`config.mk`:
```
export PLATFORM = sky130hd
export DESIGN_NAME = first_fit_segment_allocator
export DESIGN_NICKNAME = d
export VERILOG_FILES = /design/src/hw/rtl/ffsa_pkg.sv /design/src/hw/rtl/ffsa_ram.sv /design/src/hw/rtl/ffsa_datapath.sv /design/src/hw/rtl/ffsa_ctrl.sv /design/src/hw/rtl/first_fit_segment_allocator.sv
export SDC_FILE = /design/constraint.sdc
export NUM_CORES = 2
export LEC_CHECK = 0
export BUFFER_PORTS_ARGS = -buffer_cell sky130_fd_sc_hd__buf_2
export CAP_MARGIN = 5
export CORE_MARGIN = 5
export CORE_UTILIZATION = 25
export CTS_CLUSTER_DIAMETER = 60
export DETAILED_ROUTE_END_ITERATION = 6
export GPL_ROUTABILITY_DRIVEN = 0
export PLACE_DENSITY = 0.5
export SLEW_MARGIN = 30
export SYNTH_ARGS = -nofsm -noshare
export SYNTH_HDL_FRONTEND = slang
export SYNTH_HIERARCHICAL = 1
export SYNTH_SLANG_ARGS = --single-unit
```
`constraint.sdc`:
```
create_clock -name clock -period 9.6 [get_ports clock]
set_input_delay 1.44 -clock clock [delete_from_list [all_inputs] [get_ports clock]]
set_output_delay 1.44 -clock clock [all_outputs]
set_load 0.01 [all_outputs]
```
`src/hw/rtl/ffsa_pkg.sv`:
```
// ----------------------------------------------------------------------------
// ffsa_pkg
// Shared types, constants and codes of the first-fit segment allocator.
// ----------------------------------------------------------------------------
package ffsa_pkg;

   localparam int ARENA_BYTES  = 32768;
   localparam int HEADER_BYTES = 24;
   localparam int MAX_SEGMENTS = 64;
   localparam int ADDR_W       = $clog2(MAX_SEGMENTS);
   localparam int CNT_W        = $clog2(MAX_SEGMENTS + 1);
   localparam int OFF_W        = 15;

   localparam logic [1:0] ST_OK      = 2'd0;
   localparam logic [1:0] ST_NOMEM   = 2'd1;
   localparam logic [1:0] ST_BADADDR = 2'd2;
   localparam logic [1:0] ST_FULL    = 2'd3;

   localparam logic MODE_ALLOCATE = 1'b0;
   localparam logic MODE_FREE     = 1'b1;

   localparam logic [OFF_W:0] HDR_EXT   = (OFF_W+1)'(HEADER_BYTES);
   localparam logic [OFF_W:0] ARENA_EXT = (OFF_W+1)'(ARENA_BYTES);
   localparam logic [OFF_W-1:0] RESET_BYTES = OFF_W'(ARENA_BYTES - HEADER_BYTES);

   typedef struct packed {
      logic             mode;
      logic [OFF_W-1:0] request_bytes;
      logic [OFF_W-1:0] data_offset;
   } req_type;

   typedef struct packed {
      logic [1:0]       status;
      logic [OFF_W-1:0] granted_offset;
   } rsp_type;

   typedef struct packed {
      logic             free;
      logic [OFF_W-1:0] start;
      logic [OFF_W-1:0] bytes;
   } seg_type;

   localparam seg_type RESET_SEG = '{free: 1'b1, start: '0, bytes: RESET_BYTES};

   typedef enum logic [3:0] {
      S_IDLE, S_DISPATCH, S_ARD, S_ACHK, S_SRD, S_SWR, S_SNEW, S_SHOST,
      S_FRD, S_FCHK, S_CRD, S_CCHK, S_CLAST, S_DONE
   } state_type;

   typedef enum logic [3:0] {
      OP_NONE, OP_LOAD, OP_READ_IDX, OP_NEXT, OP_EXACT, OP_SPLIT_BEGIN,
      OP_READ_K, OP_MOVE, OP_WRITE_NEW, OP_WRITE_HOST, OP_FOUND,
      OP_COMPACT, OP_FLUSH, OP_FAIL
   } op_type;

   typedef struct packed {
      op_type     op;
      logic       set_res;
      logic [1:0] code;
   } cmd_type;

   typedef struct packed {
      logic             is_free;
      logic             at_end;
      logic             fit;
      logic             exact;
      logic             split_ok;
      logic             full;
      logic             k_at_host;
      logic             addr_hit;
      logic             bad_range;
      logic [CNT_W-1:0] count;
   } stat_type;

endpackage

```
`src/hw/rtl/ffsa_ram.sv`:
```
// ----------------------------------------------------------------------------
// ffsa_ram
// Generic single-write, single-read RAM with registered read data.
// ----------------------------------------------------------------------------
module ffsa_ram #(
   parameter int WIDTH = 8,
   parameter int DEPTH = 16
) (
   input  logic                     clock,
   input  logic                     wr_en,
   input  logic [$clog2(DEPTH)-1:0] wr_addr,
   input  logic [WIDTH-1:0]         wr_data,
   input  logic [$clog2(DEPTH)-1:0] rd_addr,
   output logic [WIDTH-1:0]         rd_data
);

   logic [WIDTH-1:0] mem [DEPTH];

   always_ff @(posedge clock) begin
      if (wr_en) begin
         mem[wr_addr] <= wr_data;
      end
      rd_data <= mem[rd_addr];
   end

endmodule

```
`src/hw/rtl/ffsa_datapath.sv`:
```
// ----------------------------------------------------------------------------
// ffsa_datapath
// Segment table, scan counters, split and merge arithmetic, result register.
// ----------------------------------------------------------------------------
module ffsa_datapath (
   input  logic             clock,
   input  logic             reset,
   input  ffsa_pkg::req_type req_item,
   input  ffsa_pkg::cmd_type cmd,
   output ffsa_pkg::stat_type st,
   output ffsa_pkg::rsp_type  rsp_item
);
   import ffsa_pkg::*;

   req_type          req_ff;
   logic [CNT_W-1:0] count_ff, count_in;
   logic [CNT_W-1:0] idx_ff, idx_in;
   logic [CNT_W-1:0] k_ff, k_in;
   logic [CNT_W-1:0] host_ff, host_in;
   logic [CNT_W-1:0] fidx_ff, fidx_in;
   logic [CNT_W-1:0] w_ff, w_in;
   seg_type          host_seg_ff, host_seg_in;
   seg_type          acc_ff, acc_in;
   logic             acc_valid_ff, acc_valid_in;
   logic             valid0_ff, valid0_in;
   logic [ADDR_W-1:0] rd_addr_ff;
   rsp_type          res_ff, res_in;

   logic              wr_en;
   logic [ADDR_W-1:0] wr_addr;
   seg_type           wr_seg;
   logic [ADDR_W-1:0] rd_addr;
   logic [$bits(seg_type)-1:0] ram_rdata;
   seg_type           ram_seg, seg, cur;
   logic [OFF_W:0]    req_plus_hdr;
   logic [OFF_W-1:0]  grant;

   ffsa_ram #(.WIDTH($bits(seg_type)), .DEPTH(MAX_SEGMENTS)) u_table (
      .clock   (clock),
      .wr_en   (wr_en),
      .wr_addr (wr_addr),
      .wr_data (wr_seg),
      .rd_addr (rd_addr),
      .rd_data (ram_rdata)
   );

   always_comb begin
      ram_seg = seg_type'(ram_rdata);
      seg = (valid0_ff && rd_addr_ff == '0) ? RESET_SEG : ram_seg;
      cur = seg;
      if (idx_ff == fidx_ff) begin
         cur.free = 1'b1;
      end
      req_plus_hdr = {1'b0, req_ff.request_bytes} + HDR_EXT;
      grant = OFF_W'({1'b0, host_seg_ff.start} + HDR_EXT);
   end

   always_comb begin
      st.is_free   = (req_ff.mode == MODE_FREE);
      st.at_end    = (idx_ff == count_ff);
      st.fit       = seg.free && (seg.bytes >= req_ff.request_bytes);
      st.exact     = (seg.bytes == req_ff.request_bytes);
      st.split_ok  = ({1'b0, seg.bytes} > req_plus_hdr);
      st.full      = (count_ff == CNT_W'(MAX_SEGMENTS));
      st.k_at_host = (k_ff == host_ff + CNT_W'(1));
      st.addr_hit  = (({1'b0, seg.start} + HDR_EXT) == {1'b0, req_ff.data_offset});
      st.bad_range = ({1'b0, req_ff.data_offset} < HDR_EXT)
                  || ({1'b0, req_ff.data_offset} >= ARENA_EXT);
      st.count     = count_ff;
   end

   always_comb begin
      count_in     = count_ff;
      idx_in       = idx_ff;
      k_in         = k_ff;
      host_in      = host_ff;
      fidx_in      = fidx_ff;
      w_in         = w_ff;
      host_seg_in  = host_seg_ff;
      acc_in       = acc_ff;
      acc_valid_in = acc_valid_ff;
      res_in       = res_ff;
      rd_addr      = idx_ff[ADDR_W-1:0];
      wr_en        = 1'b0;
      wr_addr      = idx_ff[ADDR_W-1:0];
      wr_seg       = seg;
      unique case (cmd.op)
         OP_LOAD: begin
            idx_in  = '0;
            fidx_in = '1;
            res_in.granted_offset = '0;
         end
         OP_NEXT: begin
            idx_in = idx_ff + CNT_W'(1);
         end
         OP_EXACT: begin
            wr_en       = 1'b1;
            wr_seg.free = 1'b0;
            res_in.granted_offset = OFF_W'({1'b0, seg.start} + HDR_EXT);
         end
         OP_SPLIT_BEGIN: begin
            host_in     = idx_ff;
            host_seg_in = seg;
            k_in        = count_ff;
         end
         OP_READ_K: begin
            rd_addr = ADDR_W'(k_ff - CNT_W'(1));
         end
         OP_MOVE: begin
            wr_en   = 1'b1;
            wr_addr = k_ff[ADDR_W-1:0];
            wr_seg  = seg;
            k_in    = k_ff - CNT_W'(1);
         end
         OP_WRITE_NEW: begin
            wr_en        = 1'b1;
            wr_addr      = ADDR_W'(host_ff + CNT_W'(1));
            wr_seg.free  = 1'b1;
            wr_seg.start = OFF_W'({1'b0, host_seg_ff.start} + req_plus_hdr);
            wr_seg.bytes = OFF_W'({1'b0, host_seg_ff.bytes} - req_plus_hdr);
         end
         OP_WRITE_HOST: begin
            wr_en        = 1'b1;
            wr_addr      = host_ff[ADDR_W-1:0];
            wr_seg.free  = 1'b0;
            wr_seg.start = host_seg_ff.start;
            wr_seg.bytes = req_ff.request_bytes;
            count_in     = count_ff + CNT_W'(1);
            res_in.granted_offset = grant;
         end
         OP_FOUND: begin
            fidx_in      = idx_ff;
            idx_in       = '0;
            w_in         = '0;
            acc_valid_in = 1'b0;
         end
         OP_COMPACT: begin
            idx_in = idx_ff + CNT_W'(1);
            if (!acc_valid_ff) begin
               acc_in       = cur;
               acc_valid_in = 1'b1;
            end else if (acc_ff.free && cur.free) begin
               acc_in.bytes = OFF_W'({1'b0, acc_ff.bytes} + {1'b0, cur.bytes} + HDR_EXT);
            end else begin
               wr_en   = 1'b1;
               wr_addr = w_ff[ADDR_W-1:0];
               wr_seg  = acc_ff;
               w_in    = w_ff + CNT_W'(1);
               acc_in  = cur;
            end
         end
         OP_FLUSH: begin
            wr_en    = 1'b1;
            wr_addr  = w_ff[ADDR_W-1:0];
            wr_seg   = acc_ff;
            count_in = w_ff + CNT_W'(1);
         end
         default: begin
         end
      endcase
      if (cmd.set_res) begin
         res_in.status = cmd.code;
      end
   end

   assign valid0_in = valid0_ff && !(wr_en && wr_addr == '0);

   always_ff @(posedge clock) begin
      if (reset) begin
         count_ff  <= CNT_W'(1);
         valid0_ff <= 1'b1;
      end else begin
         count_ff  <= count_in;
         valid0_ff <= valid0_in;
      end
   end

   always_ff @(posedge clock) begin
      if (cmd.op == OP_LOAD) begin
         req_ff <= req_item;
      end
      idx_ff       <= idx_in;
      k_ff         <= k_in;
      host_ff      <= host_in;
      fidx_ff      <= fidx_in;
      w_ff         <= w_in;
      host_seg_ff  <= host_seg_in;
      acc_ff       <= acc_in;
      acc_valid_ff <= acc_valid_in;
      res_ff       <= res_in;
      rd_addr_ff   <= rd_addr;
   end

   assign rsp_item = res_ff;

endmodule

```
`src/hw/rtl/ffsa_ctrl.sv`:
```
// ----------------------------------------------------------------------------
// ffsa_ctrl
// Sequencer for allocate scan and split, free lookup and table compaction.
// ----------------------------------------------------------------------------
module ffsa_ctrl (
   input  logic               clock,
   input  logic               reset,
   input  logic               start,
   input  ffsa_pkg::stat_type st,
   output ffsa_pkg::cmd_type  cmd,
   output logic               busy,
   output logic               rsp_valid
);
   import ffsa_pkg::*;

   state_type state_ff, state_in;

   always_comb begin
      state_in = state_ff;
      unique case (state_ff)
         S_IDLE:     if (start) state_in = S_DISPATCH;
         S_DISPATCH: state_in = st.is_free ? S_FRD : S_ARD;
         S_ARD:      state_in = st.at_end ? S_DONE : S_ACHK;
         S_ACHK: begin
            priority if (!st.fit)     state_in = S_ARD;
            else if (st.exact)        state_in = S_DONE;
            else if (!st.split_ok)    state_in = S_DONE;
            else if (st.full)         state_in = S_DONE;
            else                      state_in = S_SRD;
         end
         S_SRD:      state_in = st.k_at_host ? S_SNEW : S_SWR;
         S_SWR:      state_in = S_SRD;
         S_SNEW:     state_in = S_SHOST;
         S_SHOST:    state_in = S_DONE;
         S_FRD:      state_in = (st.bad_range || st.at_end) ? S_DONE : S_FCHK;
         S_FCHK:     state_in = st.addr_hit ? S_CRD : S_FRD;
         S_CRD:      state_in = st.at_end ? S_CLAST : S_CCHK;
         S_CCHK:     state_in = S_CRD;
         S_CLAST:    state_in = S_DONE;
         S_DONE:     state_in = S_IDLE;
         default:    state_in = S_IDLE;
      endcase
   end

   always_comb begin
      cmd = '{op: OP_NONE, set_res: 1'b0, code: ST_OK};
      unique case (state_ff)
         S_IDLE:     if (start) cmd.op = OP_LOAD;
         S_ARD: begin
            if (st.at_end) cmd = '{op: OP_FAIL, set_res: 1'b1, code: ST_NOMEM};
            else           cmd.op = OP_READ_IDX;
         end
         S_ACHK: begin
            priority if (!st.fit)  cmd.op = OP_NEXT;
            else if (st.exact)     cmd = '{op: OP_EXACT, set_res: 1'b1, code: ST_OK};
            else if (!st.split_ok) cmd = '{op: OP_FAIL, set_res: 1'b1, code: ST_NOMEM};
            else if (st.full)      cmd = '{op: OP_FAIL, set_res: 1'b1, code: ST_FULL};
            else                   cmd.op = OP_SPLIT_BEGIN;
         end
         S_SRD:      if (!st.k_at_host) cmd.op = OP_READ_K;
         S_SWR:      cmd.op = OP_MOVE;
         S_SNEW:     cmd.op = OP_WRITE_NEW;
         S_SHOST:    cmd = '{op: OP_WRITE_HOST, set_res: 1'b1, code: ST_OK};
         S_FRD: begin
            if (st.bad_range || st.at_end)
               cmd = '{op: OP_FAIL, set_res: 1'b1, code: ST_BADADDR};
            else
               cmd.op = OP_READ_IDX;
         end
         S_FCHK:     cmd.op = st.addr_hit ? OP_FOUND : OP_NEXT;
         S_CRD:      if (!st.at_end) cmd.op = OP_READ_IDX;
         S_CCHK:     cmd.op = OP_COMPACT;
         S_CLAST:    cmd = '{op: OP_FLUSH, set_res: 1'b1, code: ST_OK};
         default:    cmd.op = OP_NONE;
      endcase
   end

   assign busy      = (state_ff != S_IDLE);
   assign rsp_valid = (state_ff == S_DONE);

   always_ff @(posedge clock) begin
      if (reset) begin
         state_ff <= S_IDLE;
      end else begin
         state_ff <= state_in;
      end
   end

endmodule

```
`src/hw/rtl/first_fit_segment_allocator.sv`:
```
// Allocate scans segments in address order for the first free one that fits; on a split the
// later entries shift up one place and the remainder becomes a new free segment after the host.
// Free searches for the segment at the offset; a hit compacts the table, merging free neighbours.
// The longest beat is a free in a full table.
// One beat at a time; busy stays high until the result strobe, which cannot be stalled.
// Reset: one free segment spanning the arena minus a header, no clearing pass.
// ----------------------------------------------------------------------------
// first_fit_segment_allocator
// First-fit allocator over an address-ordered segment table with split and merge.
// ----------------------------------------------------------------------------
module first_fit_segment_allocator (
   input  logic              clock,
   input  logic              reset,
   input  logic              start,
   output logic              busy,
   input  ffsa_pkg::req_type req_item,
   output logic              rsp_valid,
   output ffsa_pkg::rsp_type rsp_item
);
   import ffsa_pkg::*;

   cmd_type  cmd;
   stat_type st;

   ffsa_ctrl u_ctrl (
      .clock     (clock),
      .reset     (reset),
      .start     (start),
      .st        (st),
      .cmd       (cmd),
      .busy      (busy),
      .rsp_valid (rsp_valid)
   );

   ffsa_datapath u_dp (
      .clock    (clock),
      .reset    (reset),
      .req_item (req_item),
      .cmd      (cmd),
      .st       (st),
      .rsp_item (rsp_item)
   );

   a_count_range: assert property (@(posedge clock) disable iff (reset)
      st.count != '0 && st.count <= CNT_W'(MAX_SEGMENTS))
      else $error("segment count out of range");

   a_done_idle: assert property (@(posedge clock) disable iff (reset)
      rsp_valid |=> !busy)
      else $error("busy after result");

   a_start_busy: assert property (@(posedge clock) disable iff (reset)
      start && !busy |=> busy && !rsp_valid)
      else $error("beat not taken");

   a_grant_zero: assert property (@(posedge clock) disable iff (reset)
      rsp_valid && rsp_item.status != ST_OK |-> rsp_item.granted_offset == '0)
      else $error("grant on failure");

endmodule
```
==> impl_summary.log <==
INFO  metric final_cell_count_no_fill = 9676
INFO  metric regToRegSetupSlack = just under 0.6 ns
INFO  metric residual_drc_count = 0
INFO  metric worst_max_slew_pin_slew = 1.07 ns
INFO  metric wire_per_inst = around 26 um
INFO  metric max_slew_headroom_at_the_worst_pin = between 20% and 30%
INFO  metric min_period = about 9.0 ns
INFO  metric mappedNetlistArea = roughly 0.088 mm^2
INFO  metric initialDrtViolationCount = roughly 5600
INFO  metric use_met1 = 19.7%
INFO  metric root_buffer = sky130_fd_sc_hd__clkbuf_16
INFO  metric crit_path_start_kind = register
INFO  metric synth_area_per_cell = 19.0 um^2
INFO  metric post-dp-hpwl = ~150000 um
INFO  metric finalSetupViolCount = 0
INFO  metric synth_sequential_area_ratio = 73.8%
INFO  metric floorplan.die.width = approximately 600 um
INFO  metric total_power = about 25000 uW
INFO  metric grt_setup_unrepaired = no
INFO  metric io_pins = 53
INFO  metric post_cts_buffers = 0
INFO  metric layout-area-overhead-vs-synth = 17.2%
INFO  metric postSynth.topFlopCell = sky130_fd_sc_hd__edfxtp_1
INFO  metric outcome = finished clean
INFO  metric placed_cells_incl_taps = ~9300
INFO  metric setup-tns-final = 0 ns
INFO  metric irDropWorstVdd = 0.164 mV
INFO  metric met3_usage = under 10%
INFO  metric clock_insertion_delay_worst_skew = between 0.8 and 0.9 ns
INFO  metric die_ht = about 600 um
INFO  metric finalHoldWorstSlack = between 0.5 and 0.6 ns
INFO  metric ctsLongestPathBuffers = 4
INFO  metric mostFrequentLayoutCell = sky130_fd_sc_hd__edfxtp_1
INFO  metric worstPathMaxFanout = 17
INFO  metric ant_nets = 0
INFO  metric drv_cap = 0
INFO  metric final_cell_area = 0.103 mm^2
INFO  metric ctsHtreeMaxLevel = 4
INFO  metric post-route-period-util = 93.9%
INFO  metric initial_utilization = between 20% and 30%
INFO  metric synth_fp_nets = about 4800
INFO  metric finish.net_count = approximately 5000
INFO  metric core.rowCount = about 220
INFO  metric worst_path_dominant_cell_family = simple AND/OR/NAND/NOR gates
INFO  metric grt_pass1_vias = 45914
INFO  metric cp_slowest_cell = sky130_fd_sc_hd__nand3b_1
INFO  metric fp.coreArea = 0.350 mm^2
INFO  metric netlist.area_leader.share = between 70% and 80%
INFO  metric power.density_cell_area = roughly 250 mW/mm^2
INFO  metric synth_edf_count = 2129
INFO  metric most-common-layout-cells = sky130_fd_sc_hd__edfxtp_1 (2129), sky130_fd_sc_hd__mux4_2 (403), sky130_fd_sc_hd__mux2i_1 (297)
INFO  metric worstPathRequired = slightly above 10 ns
INFO  metric hold_viol_final = 0
INFO  metric timing_worst_setup_path_type = register to register
INFO  metric hp-class = register to register
INFO  metric groute.layer.met2.usage = between 20 and 25%
INFO  metric top_usage_layer = met2
INFO  metric synthArstFlopShare = 0%
INFO  metric critical_path.n_buffers_inverters = 4
INFO  metric worst_setup_hold_path_clk_slew = 0.06 ns
INFO  metric yosys-top-cells-area = sky130_fd_sc_hd__edfxtp_1 (73%), sky130_fd_sc_hd__mux4_2 (10%), sky130_fd_sc_hd__mux2i_1 (3.4%)
INFO  metric postCtsHoldBufs = 0
INFO  metric final-max-slew-violation-count = 0
INFO  metric synthCells = between 4000 and 5000
INFO  metric io_buffer_count = between 50 and 60
INFO  metric final_wirelength = approximately 260000 um
INFO  metric final.setup_skew = between 0.08 and 0.09 ns
INFO  metric cp_data_arrival_time = approximately 9.6 ns
INFO  metric die-area = 0.364 mm^2
INFO  metric globalRouteTotalUtil = between 10% and 20%
INFO  metric synth.largest_area_cell = sky130_fd_sc_hd__edfxtp_1
INFO  metric total_of_flip_flops_plus_latches_after_synthesis = between 2000 and 2500
INFO  metric cts-resized-gates = 0
INFO  metric achievable_clock_frequency = 111 MHz
INFO  metric cts_tree = built
INFO  metric drt-pass1-iter-count = 7
INFO  metric total_leakage_power = between 0.03 and 0.04 uW
INFO  metric grt_max_degree = approximately 110
INFO  metric via_count = around 46000
INFO  metric placed_instance_area = approximately 0.096 mm^2
INFO  metric viasPerCell = between 4 and 5
INFO  metric grt_first_pass_wirelength = about 360000 um
INFO  metric post_synth_num_cell_types = 80
INFO  metric setup.worst_path.end_class = register
INFO  metric ys_warn_count = 6
INFO  metric antenna_found_initial = 22
INFO  metric grt-ovfl-total = 0
INFO  metric clock_sinks = 2178
INFO  metric cts_made_buffers = around 220
INFO  metric share_of_layout_cells_above_drive_strength_1 = 22.5%
INFO  metric crit_path_max_incr_delay = ~0.89 ns
worst reg2reg max path, delay by kind of cell, from the launching register on:
kind / cells / cell delay (ns)
xor gates and xnor gates: 1 / 0.32
AOI/OAI and AO/OA: 7 / 1.20
adders and majority gates: 1 / 0.36
and+or+nand+nor: 12 / 5.74
DFF: 1 / 0.30
buffers and inverters: 4 / 0.80
cells in the mapped netlist, drive strengths merged (6+ instances only):
| cell | number |
|---|---|
| a211oi | 16 |
| a21o | 44 |
| a21oi | 70 |
| a221o | 12 |
| a221oi | 18 |
| a222oi | 6 |
| a22oi | 114 |
| a311oi | 6 |
| a31oi | 58 |
| and2 | 19 |
| and3 | 49 |
| buf | 127 |
| clkbuf | 116 |
| dfxtp | 49 |
| edfxtp | 2129 |
| ha | 91 |
| inv | 72 |
| mux2 | 11 |
| mux2i | 297 |
| mux4 | 403 |
| nand2 | 106 |
| nand2b | 24 |
| nand3 | 39 |
| nand3b | 8 |
| nand4 | 12 |
| nor2 | 187 |
| nor2b | 15 |
| nor3 | 28 |
| nor4 | 11 |
| o211ai | 9 |
| o21a | 10 |
| o21ai | 123 |
| o21bai | 10 |
| o22ai | 101 |
| o31ai | 30 |
| or2 | 6 |
| or3 | 17 |
| xnor2 | 65 |
| xor2 | 53 |
logic make-up (layout without fill, tap and decap cells):
group / Yosys count / after routing / synth area share (%)
adder cells (fa/ha/maj): 94 / 94 / 1.36
AND/OR/NAND/NOR: 542 / 542 / 3.03
buffers and inverters: 315 / 743 / 1.60
multiplexers: 711 / 711 / 13.8
AO/OA/AOI/OAI: 671 / 671 / 5.14
flip-flops: 2178 / 2178 / 73.8
other: 0 / 20 / 0
XOR/XNOR: 118 / 118 / 1.18
where the power goes:
part	leakage [uW]	internal, uW	switching [uW]
registers	0.0195	11700	212
clock network	0.00350	4910	3630
logic	0.00933	1450	3490
state kept, by name, summed over array words and instances, names as in the netlist:
signal	flops
u_dp/u_table/mem	1984
u_dp/acc_ff	31
u_dp/u_table/rd_data	31
u_dp/host_seg_ff	30
u_dp/req_ff	30
u_dp/rsp_item	17
u_dp/count_ff	7
u_dp/fidx_ff	7
u_dp/host_ff	7
u_dp/idx_ff	7
u_dp/k_ff	7
u_dp/w_ff	7
u_dp/rd_addr_ff	6
u_ctrl/state_ff	4
u_dp/acc_valid_ff	1
u_dp/st	1
u_dp/valid0_ff	1
worst paths after layout:
| check | cells after the start | endpoint | from |
|---|---|---|---|
| max | 25 | u_dp/u_table/mem[43][0] | u_dp/rd_addr_ff[2] |
| min reg2reg | 2 | u_dp/valid0_ff | u_dp/valid0_ff |
| max reg2reg | 25 | u_dp/u_table/mem[43][0] | u_dp/rd_addr_ff[2] |
| min | 2 | u_dp/valid0_ff | u_dp/valid0_ff |
stage by stage:
step | util [%] | setup slack (ns)
final | 29.5 | 0.584
after global routing | 29.4 | 0.182
after CTS | 29.4 | 0.610
after detailed placement | 27.4 | 0.560
after global placement | 27.4 | 0.519
after floorplan | - | 0.965
layout make-up:
type / instances / area (um^2)
Timing Repair Buffer: 271 / 2320
Clock buffer: 278 / 6020
Multi-Input combinational cell: 2136 / 22600
Sequential cell: 2178 / 64900
Fill cell: 34093 / 247000
Inverter: 72 / 270
Clock inverter: 122 / 1090
Tap cell: 4599 / 5750
Antenna cell: 20 / 50.0
per-layer routing:
layer  up-vias  wire length, um
met4         2             5590
met5         -               13
met2      1697           118000
met3       326            18300
met1     24716           114000
li1      19586                -
No activity file was read; power rests on OpenSTA's default activity.
